**src/rtl/lphi_pkg.sv**
```systemverilog
`timescale 1ns / 1ps
// ============================================================================
// lphi_pkg
// Shared types, constants and helpers of the linear-probe id hash index.
// ============================================================================
package lphi_pkg;

	// Table geometry
	localparam int MAX_SLOTS_LOG2 = 10;
	localparam int MIN_SLOTS_LOG2 = 4;
	localparam int SLOT_DEPTH     = 1 << MAX_SLOTS_LOG2;
	localparam int IDX_W          = MAX_SLOTS_LOG2;
	localparam int SLOT_W         = MAX_SLOTS_LOG2 + 1;
	localparam int LG_W           = $clog2(MAX_SLOTS_LOG2 + 1);
	localparam int CFG_W          = 4;

	// Multiplicative hash
	localparam logic [63:0] HASH_MULT  = 64'h9E37_79B9_7F4A_7C15;
	localparam int          HASH_SHIFT = 29;
	localparam int          HASH_TOP   = HASH_SHIFT + MAX_SLOTS_LOG2;
	localparam int          HASH_HI_W  = HASH_TOP - 32;

	typedef logic [IDX_W-1:0]  idx_t;
	typedef logic [SLOT_W-1:0] slot_cnt_t;
	typedef logic [LG_W-1:0]   lg_t;

	// Operation codes
	typedef logic [1:0] mode_t;
	localparam mode_t MODE_LOOKUP = 2'd0;
	localparam mode_t MODE_INSERT = 2'd1;
	localparam mode_t MODE_CLEAR  = 2'd2;

	// Result status codes
	typedef logic [2:0] status_t;
	localparam status_t ST_FOUND     = 3'd0;
	localparam status_t ST_UPDATED   = 3'd1;
	localparam status_t ST_INSERTED  = 3'd2;
	localparam status_t ST_NOT_FOUND = 3'd3;
	localparam status_t ST_FULL      = 3'd4;

	// One table slot as held in memory
	typedef struct packed {
		logic        valid;
		logic [31:0] key;
		logic [31:0] value;
	} entry_t;

	typedef enum logic [2:0] {
		S_IDLE,
		S_READ,
		S_CHECK,
		S_SWEEP,
		S_DONE
	} state_t;

	// Clamp the size register into the supported range
	function automatic lg_t clamp_lg(input logic [CFG_W-1:0] v);
		lg_t r;
		if (int'(v) < MIN_SLOTS_LOG2)
			r = lg_t'(MIN_SLOTS_LOG2);
		else if (int'(v) > MAX_SLOTS_LOG2)
			r = lg_t'(MAX_SLOTS_LOG2);
		else
			r = lg_t'(v);
		return r;
	endfunction

endpackage

```
**src/rtl/lphi_hash.sv**
```systemverilog
`timescale 1ns / 1ps
// ============================================================================
// lphi_hash
// Home slot of a key: bits from HASH_SHIFT up of key * HASH_MULT, masked.
// ============================================================================
module lphi_hash (
	input  logic [31:0]    key,
	input  lphi_pkg::idx_t mask,
	output lphi_pkg::idx_t home
);

	logic [63:0]                     prod_lo;
	logic [lphi_pkg::HASH_HI_W-1:0]  prod_hi;
	logic [lphi_pkg::HASH_TOP-1:0]   prod_sum;

	// Only the low HASH_TOP bits of the 64-bit product matter: one 32x32
	// product plus a narrow correction for the multiplier bits above 31
	assign prod_lo  = 64'(key) * 64'(lphi_pkg::HASH_MULT[31:0]);
	assign prod_hi  = lphi_pkg::HASH_HI_W'(
		key[lphi_pkg::HASH_HI_W-1:0] *
		lphi_pkg::HASH_MULT[lphi_pkg::HASH_TOP-1:32]);
	assign prod_sum = prod_lo[lphi_pkg::HASH_TOP-1:0] + {prod_hi, 32'd0};

	assign home = prod_sum[lphi_pkg::HASH_TOP-1:lphi_pkg::HASH_SHIFT] & mask;

endmodule

```
**config.mk**
```make
export PLATFORM = sky130hd
export DESIGN_NAME = lphi_hash
export DESIGN_NICKNAME = d
export VERILOG_FILES = /design/src/rtl/lphi_pkg.sv /design/src/rtl/lphi_hash.sv
export SDC_FILE = /design/constraint.sdc
export NUM_CORES = 1
export LEC_CHECK = 0
export ABC_AREA = 1
export ABC_CLOCK_PERIOD_IN_PS = 10000
export BUFFER_PORTS_ARGS = -buffer_cell sky130_fd_sc_hd__buf_4
export CAP_MARGIN = 20
export CORE_UTILIZATION = 65
export DETAILED_ROUTE_END_ITERATION = 10
export PLACE_DENSITY_LB_ADDON = 0.2
export SETUP_SLACK_MARGIN = 0.3
export SYNTH_ARGS = -nofsm -noshare
export SYNTH_HDL_FRONTEND = slang
export SYNTH_SLANG_ARGS = --single-unit
```
**constraint.sdc**
```tcl
create_clock -name vclk -period 10
set_input_delay 2 -clock vclk [all_inputs]
set_output_delay 2 -clock vclk [all_outputs]
set_load 0.1 [all_outputs]
```
# After elaboration in Yosys (flattened, before gate mapping)

Index checks and enable logic that the tools add are counted.

Register bits: 0

Add/subtract/negate cells: 1
Bitwise gates (word level): 1
Multipliers: 2

Operator list:

| kind                                                                   | number |
|---|---|
| 39-bit adder                                                           | 1 |
| 32-bit by 31-bit multiplier with 39-bit output (second input constant) | 1 |
| 10-bit AND                                                             | 1 |
| 7-bit by 6-bit multiplier with 7-bit output (second input constant)    | 1 |

# Logic depth before layout (Yosys ltp)

Depth in word-level cells: 3
Gate-level depth with buffers: 32

# Worst setup path after synthesis

No wires, ideal clock.

Path type: in2out
Start: in key[8]
End: out home[0]
Arrival time: 8.453 ns
Path buffers: 0
Setup slack: -0.453 ns
Stages on the path: 21
Data required time: 8.000 ns
Cells stage by stage: inv_1 -> fa_1 -> inv_1 -> ha_1 -> inv_1 -> fa_1 -> fa_1 -> inv_1 -> fa_1 -> fa_1 -> fa_1 -> inv_1 -> fa_1 -> inv_1 -> ha_1 -> nand2_1 -> nor4_4 -> nand2_2 -> o21ai_2 -> o21ai_0 -> a21oi_1

Word-level cells in the longest chain between the ends: 3

Ends and longest elaborated chain:

| element                                        | line            | source |
|---|---|---|
| start: declaration                             | lphi_hash.sv:7  | `input logic [31:0] key,` |
| 32-bit by 31-bit multiplier with 39-bit output | lphi_hash.sv:18 | `assign prod_lo = 64'(key) * 64'(lphi_pkg::HASH_MULT[31:0]);` |
| 39-bit adder                                   | lphi_hash.sv:22 | `assign prod_sum = prod_lo[lphi_pkg::HASH_TOP-1:0] + {prod_hi, 32'd0};` |
| 10-bit AND                                     | lphi_hash.sv:24 | `assign home = prod_sum[lphi_pkg::HASH_TOP-1:lphi_pkg::HASH_SHIFT] & mask;` |
| end: declaration                               | lphi_hash.sv:9  | `output lphi_pkg::idx_t home` |

No other way between the ends.

# Worst setup path after layout

Start: in key[6]
End: out home[7]

The elaborated chain is that of the path after synthesis.

==> results.cfg <==
[placed_design]
gp_congestion = 1.00
dp_slack_ps = -292
dpl.hpwl_um = 30000
numPortBuffers = 52

[timing]
finalWorstSetupSlack_ps = -193
drv_slew = 0
post-route-period-util_pct = 102
hold_viol_final = 0
max_freq_mhz = 98.1
post-route-min-period_ps = 10190
max_slew_margin_pct = 64.1
rsz0062_at_grt = yes
finalSetupViolations = 4
tightestPinTransition_ps = 536

[layout]
clockBufferCount = 0
final_nets = 2127
drive_gt1_share_pct = 23.3
synthToLayoutAreaGrowth_pct = 23.8
seq_cell_count = 0
nFillCells = 1130
register_area_um2 = 0
diodes = 0

[cts]
ctsHoldBuffers = 0

[setup_path]
critical_path_peak_fanout = 5
arrival_ps = 8190
crit_path_max_incr_delay_ps = 590
cp-start-kind = input port
critPathKind = input port to output pin
crit_top_cell = fa_1
cp-end-kind = output pin
cp_data_required_time_ps = 8000
cp_slowest_cell = fa_2

[die]
design.die.area_um2 = 18800
num_rows = 49
initial_core_util_pct = 66.3
ios = 52
core_area_um2 = 17900
die_x_um = 137
die_h_um = 137

[logic_synthesis]
synth_common_cells = 522 x inv_1, 259 x ha_1, 255 x fa_1
synth_area_um2 = 11900
seq_area_frac_synth_pct = 0
synth.distinct_cells = 31
synthTopCellsByArea = fa_1 43%, ha_1 27%, inv_1 17%
synth_most_common_cell = inv_1
synth_top_area_share_pct = 43.0
synth_warnings = 0
synth_area_leader_cell = fa_1
postSynthNetCount = 1923
synth_cells = 1367
postSynthAreaPerCell_um2 = 8.69

[grt]
grt_pass1_wl_um = 52100
antenna_found_initial = 0
grt_overflow = 0
grt.total_usage_pct = 38.4
grt_pass1_vias = 10080
grt_max_degree = 9

[routing]
routed_wl_um = 34400
drc = 0
drt-wirelength-per-cell_um = 19.1
dr_total_vias = 9520
routed_via_density = 5.29
antenna_left = 0
dr.pass1.iters = 5
detail_route.iter0.violations = 525

[run_status]
violations = setup timing
status = finished, violations left

[worst_hold_path]
worst_hold_path_type = input port to output pin

[run]
maxCapViolCount = 0
[layout make-up]
class	count	area, µm²	share of cell area (%)
inverter	522	1980	13.4
multi-input combinational	845	10700	72.6
tap	229	287	1.95
timing repair buffer	202	1770	12.0
[through the flow]
stage | instances | area [µm²] | util (%) | TNS (ps) | hold slack (ps)
2_1_floorplan | 1367 | 11900 | - | 0 | 4210
3_3_place_gp | 1775 | 13600 | 75.8 | -904 | 4440
3_5_place_dp | 1775 | 13600 | 75.8 | -994 | 4450
4_1_cts | 1784 | 14100 | 78.8 | -111 | 4380
5_1_grt | 1798 | 14700 | 82.1 | -2030 | 4380
6_report | 1798 | 14700 | 82.1 | -396 | 4370
[logic make-up (layout without fill, tap and decap cells)]
group	Yosys count	count (layout)	share of synthesized area (%)
buffers and inverters	522	724	16.5
adder cells (fa/ha/maj)	514	514	70.3
AND/OR/NAND/NOR	245	245	8.76
AO/OA/AOI/OAI	75	75	3.64
XOR/XNOR	11	11	0.811
[worst max-delay path, delay by kind of cell]
| family | cells | cell delay [ps] |
|---|---|---|
| AOI/OAI and AO/OA | 1 | 140 |
| adders and majority gates | 9 | 4400 |
| buffers and inverters | 11 | 1000 |
| and+or+nand+nor | 6 | 650 |
[cell usage in the layout (no fill, tap or decap), types with 3 or more instances in the layout]
master	instances
nor2_4	14
clkinvlp_4	3
nand3_1	15
o21bai_1	3
o21ai_0	9
o21ai_1	4
inv_1	490
nand3_2	7
xnor2_1	5
buf_8	3
nor2_2	8
a21o_1	7
buf_4	163
inv_2	27
ha_1	240
nor3_2	3
a21oi_4	4
buf_12	11
nand2_4	4
a21oi_1	21
nor3_1	4
nor2_1	32
fa_2	17
buf_6	25
ha_4	19
a21oi_2	10
nand2_2	27
nand2_1	112
nand4_1	9
xor2_1	6
fa_1	238
[worst paths after layout]
path                 from      end  depth (start not counted)
setup / recovery   key[6]  home[7]                         27
hold / removal    mask[4]  home[4]                          4
[per-layer routing]
layer  vias to the layer above  GRT usage [%]  part of all wire [%]
met2                       357           61.6                    47
met5                         -              0                     0
met1                      4639           49.5                    39
met3                        99           8.00                   7.9
met4                         0           19.0                   6.1
li1                       4425              -                     -
[timing repair]
action	4_1_cts	5_1_grt
pin swaps	45	72
resized for setup	121	118
setup endpoints to repair	10	10
setup buffers	9	14
Power is left out: the tool's default activity adds up to more than one toggle a clock period on the data nets, which glitch-free logic cannot reach.
